[config.mk]
export PLATFORM = sky130hd
export DESIGN_NAME = rmq_sqrt_cell
export DESIGN_NICKNAME = d
export VERILOG_FILES = /design/src/rmq_pkg.sv /design/src/rmq_sqrt_cell.sv
export SDC_FILE = /design/constraint.sdc
export NUM_CORES = 1
export LEC_CHECK = 0
export BUFFER_PORTS_ARGS = -buffer_cell sky130_fd_sc_hd__buf_2
export CAP_MARGIN = 0
export CORE_ASPECT_RATIO = 1.25
export CORE_MARGIN = 1
export CORE_UTILIZATION = 44
export CTS_CLUSTER_DIAMETER = 200
export DETAILED_ROUTE_END_ITERATION = 12
export PLACE_DENSITY_LB_ADDON = 0.08
export SLEW_MARGIN = 20
export SYNTH_ARGS = -nofsm -noshare
export SYNTH_HDL_FRONTEND = slang
export SYNTH_SLANG_ARGS = --single-unit
[constraint.sdc]
create_clock -name aclk -period 6.35 [get_ports aclk]
set_clock_uncertainty 0.1 [all_clocks]
set_input_delay 1.27 -clock aclk [delete_from_list [all_inputs] [get_ports aclk]]
set_output_delay 1.27 -clock aclk [all_outputs]
set_load 0.1 [all_outputs]
[src/rmq_pkg.sv]
// Package with the shared types, constants and helper function of the matrix-to-quaternion block.
`default_nettype none
package rmq_pkg;

    localparam int ONE_Q14 = 16384;
    localparam int RAD_W = 34;    // radicand A*16384 fits in 33 bits, one spare
    localparam int ROOT_W = 17;   // floor(sqrt) of the radicand
    localparam int NUM_W = 18;    // signed sum or difference of two inputs
    localparam int MAG_W = 17;    // magnitude of a numerator
    localparam int DEN_W = 18;    // S = 2*Q
    localparam int QUO_W = 17;    // quotient bits kept before the clamp
    localparam int DIVIDEND_W = MAG_W + 14 + 1;
    localparam int SQRT_STEPS = RAD_W / 2;

    typedef enum logic [1:0] {
        BR_W = 2'd0,
        BR_X = 2'd1,
        BR_Y = 2'd2,
        BR_Z = 2'd3
    } branch_t;

    typedef struct packed {
        logic signed [15:0] m00;
        logic signed [15:0] m01;
        logic signed [15:0] m02;
        logic signed [15:0] m10;
        logic signed [15:0] m11;
        logic signed [15:0] m12;
        logic signed [15:0] m20;
        logic signed [15:0] m21;
        logic signed [15:0] m22;
    } mat_t;

    typedef struct packed {
        logic signed [15:0] quat_w;
        logic signed [15:0] quat_x;
        logic signed [15:0] quat_y;
        logic signed [15:0] quat_z;
    } quat_t;

    // Data carried along the square-root chain.
    typedef struct packed {
        logic                    valid;
        branch_t                 branch;
        logic [RAD_W-1:0]        rem;
        logic [ROOT_W-1:0]       root;
        logic signed [NUM_W-1:0] num_a;
        logic signed [NUM_W-1:0] num_b;
        logic signed [NUM_W-1:0] num_c;
    } sqrt_tok_t;

    // Data carried along the division chain; three lanes run in parallel.
    typedef struct packed {
        logic                    valid;
        branch_t                 branch;
        logic [DEN_W-1:0]        den;
        logic [2:0]              neg;
        logic [2:0]              nz;
        logic [3*DIVIDEND_W-1:0] rem;
        logic [3*QUO_W-1:0]      quo;
    } div_tok_t;

    // Saturate a signed 20-bit value to 16 bits.
    function automatic logic signed [15:0] sat16(input logic signed [19:0] v);
        logic signed [15:0] r;
        if (v > 20'sd32767) begin
            r = 16'sh7FFF;
        end else if (v < -20'sd32768) begin
            r = 16'sh8000;
        end else begin
            r = v[15:0];
        end
        return r;
    endfunction

endpackage
`default_nettype wire

[src/rmq_sqrt_cell.sv]
// One cell of the square-root chain: produces one result bit of floor(sqrt(radicand)).
`default_nettype none
module rmq_sqrt_cell
    import rmq_pkg::*;
#(
    parameter int STEP = 0
) (
    input  wire        aclk,
    input  wire        aresetn,
    input  wire        adv,
    input  sqrt_tok_t  tok_in,
    output sqrt_tok_t  tok_out
);

    localparam int SH = 2 * (SQRT_STEPS - 1 - STEP);

    sqrt_tok_t tok_reg, tok_next;
    logic [RAD_W-1:0] trial;

    // Restoring square-root step: try (4*root+1) << SH against the remainder.
    always_comb begin
        tok_next = tok_in;
        trial = ({{(RAD_W-ROOT_W){1'b0}}, tok_in.root} << (SH + 2))
              | ({{(RAD_W-1){1'b0}}, 1'b1} << SH);
        tok_next.root = {tok_in.root[ROOT_W-2:0], 1'b0};
        if (tok_in.rem >= trial) begin
            tok_next.rem = tok_in.rem - trial;
            tok_next.root = {tok_in.root[ROOT_W-2:0], 1'b1};
        end
    end

    always_ff @(posedge aclk) begin
        if (!aresetn) begin
            tok_reg.valid <= 1'b0;
        end else if (adv) begin
            tok_reg <= tok_next;
        end
    end

    assign tok_out = tok_reg;

endmodule
`default_nettype wire

==> impl_metrics.env <==
export IMPL_cts_root_buf="clkbuf_8"
export IMPL_synth_nets=225
export IMPL_maxSlewHeadroom=0.500
export IMPL_max_freq_ghz=0.360
export IMPL_dp_hpwl_um=5020
export IMPL_io_buffers=217
export IMPL_diodes=0
export IMPL_clkLatencyLatePin_ns=0.34
export IMPL_powerDensity_nw_per_um2=369
export IMPL_layout_nets=454
export IMPL_area_growth_synth_to_final_pct=43.9
export IMPL_largest_reg_flops=108
export IMPL_pre_cts_ws_ns=3.19
export IMPL_synth_seq_cells=108
export IMPL_grt_pass1_wl_um=9480
export IMPL_via_per_inst=4.48
export IMPL_leakage_nw=2.00
export IMPL_rsz0062_at_grt="no"
export IMPL_wire_per_inst_um=15.1
export IMPL_die_w_um=79.2
export IMPL_critical_path_top_delay_family="buffers and inverters"
export IMPL_antenna_found_initial=0
export IMPL_path_buf_inv=2
export IMPL_hold_buffers=0
export IMPL_ios=219
export IMPL_drtIter0Drc=111
export IMPL_grtUsageTotal=0.171
export IMPL_netlist_top_cells_area="edfxtp_1 98%, dfxtp_1 0.61%, nor2b_1 0.38%"
export IMPL_numCtsBuffers=9
export IMPL_min_path_cells=2
export IMPL_dr_pass1_iters=4
export IMPL_first_global_vias=1929
export IMPL_post_route_period_util=0.437
export IMPL_post_cts_buffers=0
export IMPL_p_total_mw=1.74
export IMPL_drc=0
export IMPL_slowest_delay_ns=0.64
export IMPL_worst_pin_slew_ns=0.750
export IMPL_final_common_cell="buf_2"
export IMPL_grt_max_degree=61
export IMPL_crit_slowest_cell="and2_4"
export IMPL_setup_tns_ns=0
export IMPL_layout_setup_ws_ns=3.57
export IMPL_crit_path_start_kind="input port"
export IMPL_drive_above_1_share=0.669
export IMPL_finalMaxSlewViolations=0
export IMPL_crit_fanout=60
export IMPL_irDropWorstVdd_v=0.000249
export IMPL_htreeDepth=3
export IMPL_tritoncts="yes"
export IMPL_setup_viol=0
export IMPL_crit_type="input port to flip-flop"
export IMPL_syn_inst=114
export IMPL_critPathArrivalTime_ns=2.66
export IMPL_clockBufferDepth=2
export IMPL_overflow=0
export IMPL_yosysSeqAreaShare=0.987
export IMPL_cp_depth=3
export IMPL_core_region_area_um2=7060
export IMPL_outcome="finished, final reports clean"
export IMPL_hold_class="flip-flop to flip-flop"
export IMPL_r2r_slack_ns=5.64
export IMPL_cp_required_ns=6.23
export IMPL_synth_cell_types=7
export IMPL_maxCapViolCount=0
export IMPL_layout_common_cells="217 x buf_2, 107 x edfxtp_1, 9 x clkbuf_8, 3 x bufinv_16, 2 x nor2b_1"
export IMPL_ant_nets=0
export IMPL_cp_cell_sequence="buf_2, and2_4, buf_4"
export IMPL_fin_crit_ns=2.78
export IMPL_ys_warn_count=0
export IMPL_gp_congestion=0.748
export IMPL_vias=1956
export IMPL_critPathCaptureType="flip-flop"
export IMPL_clk_pin_slew_ns=0.09
export IMPL_hold_violations=0
export IMPL_synth_top_area_frac=0.981
export IMPL_die_height_um=98.5
export IMPL_synth_top_cell_by_area="edfxtp_1"
export IMPL_cts_sinks=108
export IMPL_die_area_um2=7800
export IMPL_cts_resized=0
export IMPL_initial_core_util=0.464
export IMPL_drt_total_wl_um=6600
export IMPL_worst_r2r_path_depth=2
export IMPL_syn_area_per_cell_um2=28.7
export IMPL_placementRows=34
export IMPL_syn_area_um2=3280
## final timing paths
path | endpoint | startpoint
worst max-delay path | tok_out[59] | adv
worst min-delay path | tok_out[107] | tok_out[107]
worst min register to register | tok_out[107] | tok_out[107]
worst max register to register | tok_out[107] | tok_out[107]
## worst reg2reg max path: stages, from the launching register on
cell and delay [ns]:
dfxtp_1 0.32, mux2i_1 0.13, nor2b_1 0.06
## cell usage after synthesis
master,number
and2_1,1
or2_1,1
dfxtp_1,1
nor2b_1,2
edfxtp_1,107
and2_2,1
mux2i_1,1
## kinds of logic after synthesis
family	synth area share
DFF	0.987
muxes	0.00306
and+or+nand+nor	0.00993
## report_power, final
group | total, mW | switching (mW) | internal [mW] | leakage (nW)
combinational | 0.427 | 0.373 | 0.0538 | 0.878
clock | 0.464 | 0.205 | 0.259 | 0.110
sequential | 0.846 | 0.00984 | 0.836 | 1.01
total | 1.74 | 0.588 | 1.15 | 2.00
## through the flow
stage	cells	util	hold WS [ns]	instance area [µm²]
CTS	437	0.667	0.440	4710
finish	437	0.667	0.442	4710
floorplan	114	-	0.881	3280
detailed placement	422	0.635	0.412	4480
global placement	422	0.635	0.394	4480
global route	437	0.667	0.467	4710
## cell type report
class	count	area (µm²)
tap	90	113
clock inverter	5	101
clock buffer	10	128
multi-input combinational	6	43.8
fill	527	2350
timing repair buffer	218	1090
sequential	108	3230
## metal layers
| layer | track usage | wire length [µm] | up-vias |
|---|---|---|---|
| met3 | 0.0556 | 731 | 15 |
| li1 | - | - | 911 |
| met1 | 0.171 | 2150 | 894 |
| met4 | 0.0965 | 209 | 0 |
| met5 | 0 | 0 | - |
| met2 | 0.305 | 3510 | 136 |
Power figures use the tool's default switching activity.
