==> config.mk <==
export PLATFORM = sky130hd
export DESIGN_NAME = rmq_div_cell
export DESIGN_NICKNAME = d
export VERILOG_FILES = /design/src/rmq_pkg.sv /design/src/rmq_div_cell.sv
export SDC_FILE = /design/constraint.sdc
export NUM_CORES = 1
export LEC_CHECK = 0
export BUFFER_PORTS_ARGS = -buffer_cell sky130_fd_sc_hd__clkbuf_2
export CORE_MARGIN = 4
export CORE_UTILIZATION = 44
export CTS_CLUSTER_SIZE = 40
export DETAILED_ROUTE_END_ITERATION = 16
export PLACE_DENSITY = 0.87
export SYNTH_ARGS = -nofsm -noshare
export SYNTH_HDL_FRONTEND = slang
export SYNTH_SLANG_ARGS = --single-unit
==> constraint.sdc <==
create_clock -name aclk -period 6 [get_ports aclk]
set_input_delay 1.2 -clock aclk [delete_from_list [all_inputs] [get_ports aclk]]
set_output_delay 1.2 -clock aclk [all_outputs]
set_load 0.05 [all_outputs]
==> src/rmq_pkg.sv <==
// Package with the shared types, constants and helper function of the matrix-to-quaternion block.
`default_nettype none
package rmq_pkg;

    localparam int ONE_Q14 = 16384;
    localparam int RAD_W = 34;    // radicand A*16384 fits in 33 bits, one spare
    localparam int ROOT_W = 17;   // floor(sqrt) of the radicand
    localparam int NUM_W = 18;    // signed sum or difference of two inputs
    localparam int MAG_W = 17;    // magnitude of a numerator
    localparam int DEN_W = 18;    // S = 2*Q
    localparam int QUO_W = 17;    // quotient bits kept before the clamp
    localparam int DIVIDEND_W = MAG_W + 14 + 1;
    localparam int SQRT_STEPS = RAD_W / 2;

    typedef enum logic [1:0] {
        BR_W = 2'd0,
        BR_X = 2'd1,
        BR_Y = 2'd2,
        BR_Z = 2'd3
    } branch_t;

    typedef struct packed {
        logic signed [15:0] m00;
        logic signed [15:0] m01;
        logic signed [15:0] m02;
        logic signed [15:0] m10;
        logic signed [15:0] m11;
        logic signed [15:0] m12;
        logic signed [15:0] m20;
        logic signed [15:0] m21;
        logic signed [15:0] m22;
    } mat_t;

    typedef struct packed {
        logic signed [15:0] quat_w;
        logic signed [15:0] quat_x;
        logic signed [15:0] quat_y;
        logic signed [15:0] quat_z;
    } quat_t;

    // Data carried along the square-root chain.
    typedef struct packed {
        logic                    valid;
        branch_t                 branch;
        logic [RAD_W-1:0]        rem;
        logic [ROOT_W-1:0]       root;
        logic signed [NUM_W-1:0] num_a;
        logic signed [NUM_W-1:0] num_b;
        logic signed [NUM_W-1:0] num_c;
    } sqrt_tok_t;

    // Data carried along the division chain; three lanes run in parallel.
    typedef struct packed {
        logic                    valid;
        branch_t                 branch;
        logic [DEN_W-1:0]        den;
        logic [2:0]              neg;
        logic [2:0]              nz;
        logic [3*DIVIDEND_W-1:0] rem;
        logic [3*QUO_W-1:0]      quo;
    } div_tok_t;

    // Saturate a signed 20-bit value to 16 bits.
    function automatic logic signed [15:0] sat16(input logic signed [19:0] v);
        logic signed [15:0] r;
        if (v > 20'sd32767) begin
            r = 16'sh7FFF;
        end else if (v < -20'sd32768) begin
            r = 16'sh8000;
        end else begin
            r = v[15:0];
        end
        return r;
    endfunction

endpackage
`default_nettype wire

==> src/rmq_div_cell.sv <==
// One cell of the division chain: produces one quotient bit for each of three lanes.
`default_nettype none
module rmq_div_cell
    import rmq_pkg::*;
#(
    parameter int STEP = 0
) (
    input  wire       aclk,
    input  wire       aresetn,
    input  wire       adv,
    input  div_tok_t  tok_in,
    output div_tok_t  tok_out
);

    localparam int SH = QUO_W - 1 - STEP;

    div_tok_t tok_reg, tok_next;
    logic [DIVIDEND_W+QUO_W-1:0] dshift;

    // Restoring division step on each lane.
    always_comb begin
        tok_next = tok_in;
        dshift = {{(DIVIDEND_W+QUO_W-DEN_W){1'b0}}, tok_in.den} << SH;
        for (int l = 0; l < 3; l++) begin
            tok_next.quo[l*QUO_W +: QUO_W] = {tok_in.quo[l*QUO_W +: QUO_W-1], 1'b0};
            if ({{QUO_W{1'b0}}, tok_in.rem[l*DIVIDEND_W +: DIVIDEND_W]} >= dshift) begin
                tok_next.rem[l*DIVIDEND_W +: DIVIDEND_W] =
                    tok_in.rem[l*DIVIDEND_W +: DIVIDEND_W] - dshift[DIVIDEND_W-1:0];
                tok_next.quo[l*QUO_W +: QUO_W] = {tok_in.quo[l*QUO_W +: QUO_W-1], 1'b1};
            end
        end
    end

    always_ff @(posedge aclk) begin
        if (!aresetn) begin
            tok_reg.valid <= 1'b0;
        end else if (adv) begin
            tok_reg <= tok_next;
        end
    end

    assign tok_out = tok_reg;

endmodule
`default_nettype wire

==> impl_metrics.csv, run 1 <==
group,metric,value,unit
status,run_status,"finished, final reports clean",
cts,numClockSinks,174,
setup_path,worstPathArrival,4.15,ns
die,ios,351,
final_layout,final_area,11100,µm²
timing,rsz0062_at_grt,"no",
cts,cts_tree,"built",
power,cellPowerDensity,300,nW/µm²
cts,clkSlewWorstSetupHoldPaths,0.07,ns
cts,root_buffer,"clkbuf_16",
yosys,synth_top_cell_area_share,0.608,
cts,clk_latency,0.42,ns
yosys,synthCells,626,
cts,clockBufferDepth,2,
setup_path,cp_max_fo,27,
detailed_routing,drc,0,
place,dpl.cell_count,1225,
timing,finalCritPeriodShare,0.663,
cts,cts_resized,0,
yosys,synth_edf_count,173,
flow_run,cap_violations,0,
yosys,synthAdderAreaFrac,0.0773,
die,dieArea,21700,µm²
timing,period_needed,3.98,ns
detailed_routing,drtAntennaViolNets,0,
setup_path,critPathLaunchType,"primary input",
setup_path,criticalPathCategory,"in2reg",
yosys,synth_top_area_cell,"edfxtp_1",
final_layout,largest_reg_flops,174,
yosys,synth_top_cells_by_count,"173 x edfxtp_1, 53 x nand2_1, 48 x ha_1",
timing,setup_viol,0,
place,pre_cts_ws,1.60,ns
timing,hold_violations,0,
yosys,yosysSeqAreaShare,0.610,
timing,slew_viol_final,0,
place,routabilityCongestion,0.862,
yosys,synth_compound_area_frac,0.129,
yosys,synthMuxAreaShare,0.0369,
place,placed_area,10600,µm²
yosys,netlist_top_cells_area,"edfxtp_1 61%, ha_1 7.0%, a21oi_1 2.5%, nand2_1 2.3%, o21ai_0 2.2%",
die,rows,50,
yosys,synth_top_family_by_area,"compound AO/OA/AOI/OAI gates",
global_routing,grt_usage,0.225,
yosys,synth_xor_area_frac,0.0328,
power,peakVddDrop,0.186,mV
timing,final.setup.worst_slack,2.02,ns
power,power_leakage,4.89,nW
global_routing,grt_pass1_vias,6632,
die,start_util,0.452,
yosys,syn-num-nets,854,
detailed_routing,drtIter0Drc,465,
detailed_routing,drt-vias-per-instance,5.32,
timing,tightestPinTransition,0.885,ns
detailed_routing,via_count,6689,
yosys,synth-main-ff-cell,"edfxtp_1",
setup_path,worst_ep_required_time,6.17,ns
yosys,syn-cell-area,8540,µm²
cts,cts_hold_buf,0,
die,core_area,18900,µm²
cts,numCtsBuffers,17,
final_layout,multiInputGateArea,3140,µm²
die,die_h,147,µm
final_layout,syn_to_final_growth,30.2,%
detailed_routing,dr.pass1.iters,5,
cts,htreeDepth,4,
min_path,hold_class,"reg2reg",
detailed_routing,drt-total-wl,25.1,mm
final_layout,fin_nets,1212,
global_routing,grt_pass1_wl,37.5,mm
place,dp_hpwl,20.3,mm
timing,fmax,0.251,GHz
die,die_w,147,µm
yosys,synth-simple-area-share,0.0909,
timing,slew_headroom,0.410,
place,port_buffers,347,
yosys,ys_warn_count,0,
final_layout,regArea,5220,µm²
global_routing,antenna_found_initial,2,
detailed_routing,wl_per_cell,20.0,µm
yosys,yosysMostFrequentCell,"edfxtp_1",
final_layout,final_cells,1258,
global_routing,grt_start_max_net_pins,54,
yosys,async_flop_share,0,
final_layout,fill_cells,1575,
final_layout,layout-drive-gt1-share,0.424,
global_routing,grt_overflow,0,
yosys,ys_ff_latch,174,
cts,postCtsSetupBuffers,0,
timing,skew,0,ns
yosys,synth.distinct_cells,68,
timing,finalSetupTns,0,ns
yosys,synth.avg_cell_area,13.6,µm²
setup_path,endpoint_kind,"flip-flop",
final timing paths:
check	startpoint	to	slack (ns)	depth (start not counted)
worst max-delay path	tok_in[153]	tok_out[139]	2.02	9
worst min-delay path	tok_out[173]	tok_out[173]	0.52	2
worst max register to register	tok_out[173]	tok_out[173]	5.42	2
worst min register to register	tok_out[173]	tok_out[173]	0.52	2
worst max-delay path, cell delays in order:
cell	delay [ns]
clkbuf_2	0.19
ha_1	0.20
inv_1	0.06
fa_1	0.41
a21oi_1	0.20
o211ai_1	0.14
a41oi_1	0.52
o211a_1	0.80
mux2_2	0.42
cell usage in the layout, fill, tap and decap left out, types with 10 or more instances in the layout:
cell	n
a21o_1	18
a21oi_1	43
clkbuf_16	17
clkbuf_2	347
edfxtp_1	173
ha_1	48
inv_1	26
mux2_2	16
nand2_1	53
nor2_1	19
o21a_1	10
o21ai_0	38
xnor2_1	18
xor2_1	14
through the flow:
stage,power (mW),util,hold slack (ns)
3_5_place_dp,2.29,0.558,0.510
5_1_grt,3.47,0.589,0.550
6_report,3.33,0.589,0.523
2_1_floorplan,2.07,-,0.743
3_3_place_gp,2.27,0.558,0.500
4_1_cts,3.36,0.589,0.528
cell families after synthesis:
kind of cell,after synthesis
buffers and inverters,39
adders and majority gates,51
xor gates and xnor gates,32
and+or+nand+nor,148
DFF,174
AOI/OAI and AO/OA,156
muxes,26
per-layer routing:
metal  GRT usage  wire length (µm)  vias to the layer above
met2       0.406             13100                      311
met1       0.249              9140                     3178
met3      0.0746              2090                       46
met4      0.0792               765                        2
met5           0                 8                        -
li1            -                 -                     3152
power breakdown:
group | internal (mW) | switching [mW]
Clock | 0.555 | 0.514
Combinational | 0.236 | 0.572
Sequential | 1.44 | 0.0227
final cells by class:
cell class	instances	share of cell area
Multi-Input combinational cell	413	0.282
Timing Repair Buffer	350	0.158
Tap cell	260	0.0292
Sequential cell	174	0.469
Clock inverter	14	0.0130
Antenna cell	1	0.000225
Clock buffer	18	0.0386
Inverter	28	0.00990
(Power assumes the default switching activity.)
==> run 2: changes to the inputs <==
==> constraint.sdc (replaced) <==
create_clock -name aclk -period 3.58 [get_ports aclk]
set_input_delay 0.716 -clock aclk [delete_from_list [all_inputs] [get_ports aclk]]
set_output_delay 0.716 -clock aclk [all_outputs]
set_load 0.05 [all_outputs]
==> impl_metrics.csv, run 2 (synthesized netlist as in run 1, its figures left out) <==
group,metric,value,unit
final_layout,fin_nets,1219,
global_routing,grt_pass1_vias,6708,
min_path,hold_class,"in2reg",
detailed_routing,drtAntennaViolNets,0,
cts,cts_hold_buf,0,
detailed_routing,via_count,6701,
final_layout,fill_cells,1547,
power,totalPowerFinal,5.65,mW
setup_path,cp.buffers_inverters,3,
final_layout,multiInputGateArea,3140,µm²
flow_run,cap_violations,0,
die,ios,351,
timing,fmax,0.345,GHz
global_routing,grt_start_max_net_pins,108,
cts,htreeDepth,4,
final_layout,regArea,5220,µm²
detailed_routing,drt-total-wl,25.8,mm
setup_path,critPathLaunchType,"primary input",
setup_path,cp_cell_sequence,"clkbuf_2 -> inv_1 -> ha_1 -> nor4bb_1 -> nand4_1 -> o31ai_1 -> o31ai_4 -> inv_2 -> mux2_2",
global_routing,grt_pass1_wl,38.2,mm
die,die_h,147,µm
setup_path,endpoint_kind,"flip-flop",
place,dp_hpwl,20.6,mm
min_path,hp-start,"tok_in[38]",
status,run_status,"finished, final reports clean",
detailed_routing,dr.pass1.iters,5,
die,dieArea,21700,µm²
power,switching_share,0.336,
detailed_routing,drt-vias-per-instance,5.30,
setup_path,cp_max_fo,8,
cts,clockBufferDepth,2,
global_routing,antenna_found_initial,2,
timing,finalSetupTns,0,ns
final_layout,layout-drive-gt1-share,0.428,
cts,numClockSinks,174,
place,routabilityCongestion,0.841,
global_routing,grt_usage,0.232,
timing,hold_violations,0,
power,peakVddDrop,0.272,mV
die,die_w,147,µm
die,core_area,18900,µm²
setup_path,slowest_stage,"o31ai_1",
place,port_buffers,347,
die,rows,50,
timing,skew,0,ns
power,cell_internal_pwr,3.75,mW
final_layout,layout_common_cells,"347 x clkbuf_2, 173 x edfxtp_1, 53 x nand2_1",
cts,postCtsSetupBuffers,0,
power,power_leakage,4.94,nW
setup_path,reg2reg_from,"tok_out[173]",
cts,numCtsBuffers,17,
power,cellPowerDensity,504,nW/µm²
detailed_routing,drc,0,
power,p_clk_frac,0.325,
cts,cts_tree,"built",
cts,cts_resized,0,
cts,clk_latency,0.42,ns
setup_path,criticalPathCategory,"in2reg",
cts,root_buffer,"clkbuf_16",
timing,slew_headroom,0.545,
timing,rsz0062_at_grt,"no",
detailed_routing,drtIter0Drc,466,
setup_path,crit_start,"tok_in[154]",
power,seq_power_share,0.432,
timing,slew_viol_final,0,
setup_path,worst_ep_required_time,3.76,ns
final_layout,syn_to_final_growth,31.4,%
setup_path,cp_slowest_stage_delay,0.43,ns
timing,setup_viol,0,
power,p_switching,1.90,mW
timing,tightestPinTransition,0.665,ns
timing,finalCritPeriodShare,0.810,
cts,clkSlewWorstSetupHoldPaths,0.08,ns
die,start_util,0.452,
global_routing,grt_overflow,0,
power,combPwrFrac,0.243,
final_layout,largest_reg_flops,174,
setup_path,cp_top_family,"simple AND/OR/NAND/NOR gates",
detailed_routing,wl_per_cell,20.4,µm
final_layout,layout_commonest_cell,"clkbuf_2",
setup_path,worstPathArrival,3.08,ns
timing,period_needed,2.90,ns
==> run 2: per-layer routing <==
layer	part of all wire	global-route usage	wire length, µm	vias to the layer above
li1	-	-	-	3171
met3	0.073	0.0722	1880	55
met4	0.034	0.0881	881	2
met1	0.37	0.262	9500	3181
met2	0.52	0.411	13500	292
met5	0.00047	0	12	-
==> run 2: final timing paths <==
path,endpoint,slack (ns),cells after the start
worst max-delay path,tok_out[111],0.68,9
worst min-delay path,tok_out[39],0.46,1
worst max register to register,tok_out[173],2.99,2
worst min register to register,tok_out[173],0.53,2
==> run 2: area by class of cell <==
cell class | instances | area share
clock inverters | 14 | 0.0145
flip-flops and latches | 174 | 0.465
clock buffers | 18 | 0.0382
multi-input cells | 413 | 0.280
repair buffers | 357 | 0.164
well taps | 260 | 0.0290
inverters | 28 | 0.00981
diodes | 1 | 0.000223
==> run 2: power by group through the flow <==
stage               combinational, mW  clock, mW  sequential [mW]
global route                     1.46       1.98             2.46
detailed placement               1.36          0             2.49
CTS                              1.37       1.88             2.45
finish                           1.37       1.84             2.44
floorplan                       0.479          0             2.99
global placement                 1.34          0             2.48
==> run 2: through the flow <==
stage / util / cell area (µm²) / std cells / hold WS, ns / setup WS (ns)
global route: 0.594 / 11200 / 1265 / 0.427 / 0.584
floorplan: - / 8540 / 626 / 0.743 / 0.283
CTS: 0.594 / 11200 / 1264 / 0.437 / 0.700
finish: 0.594 / 11200 / 1265 / 0.456 / 0.680
global placement: 0.563 / 10600 / 1232 / 0.497 / 0.268
detailed placement: 0.563 / 10600 / 1232 / 0.526 / 0.236
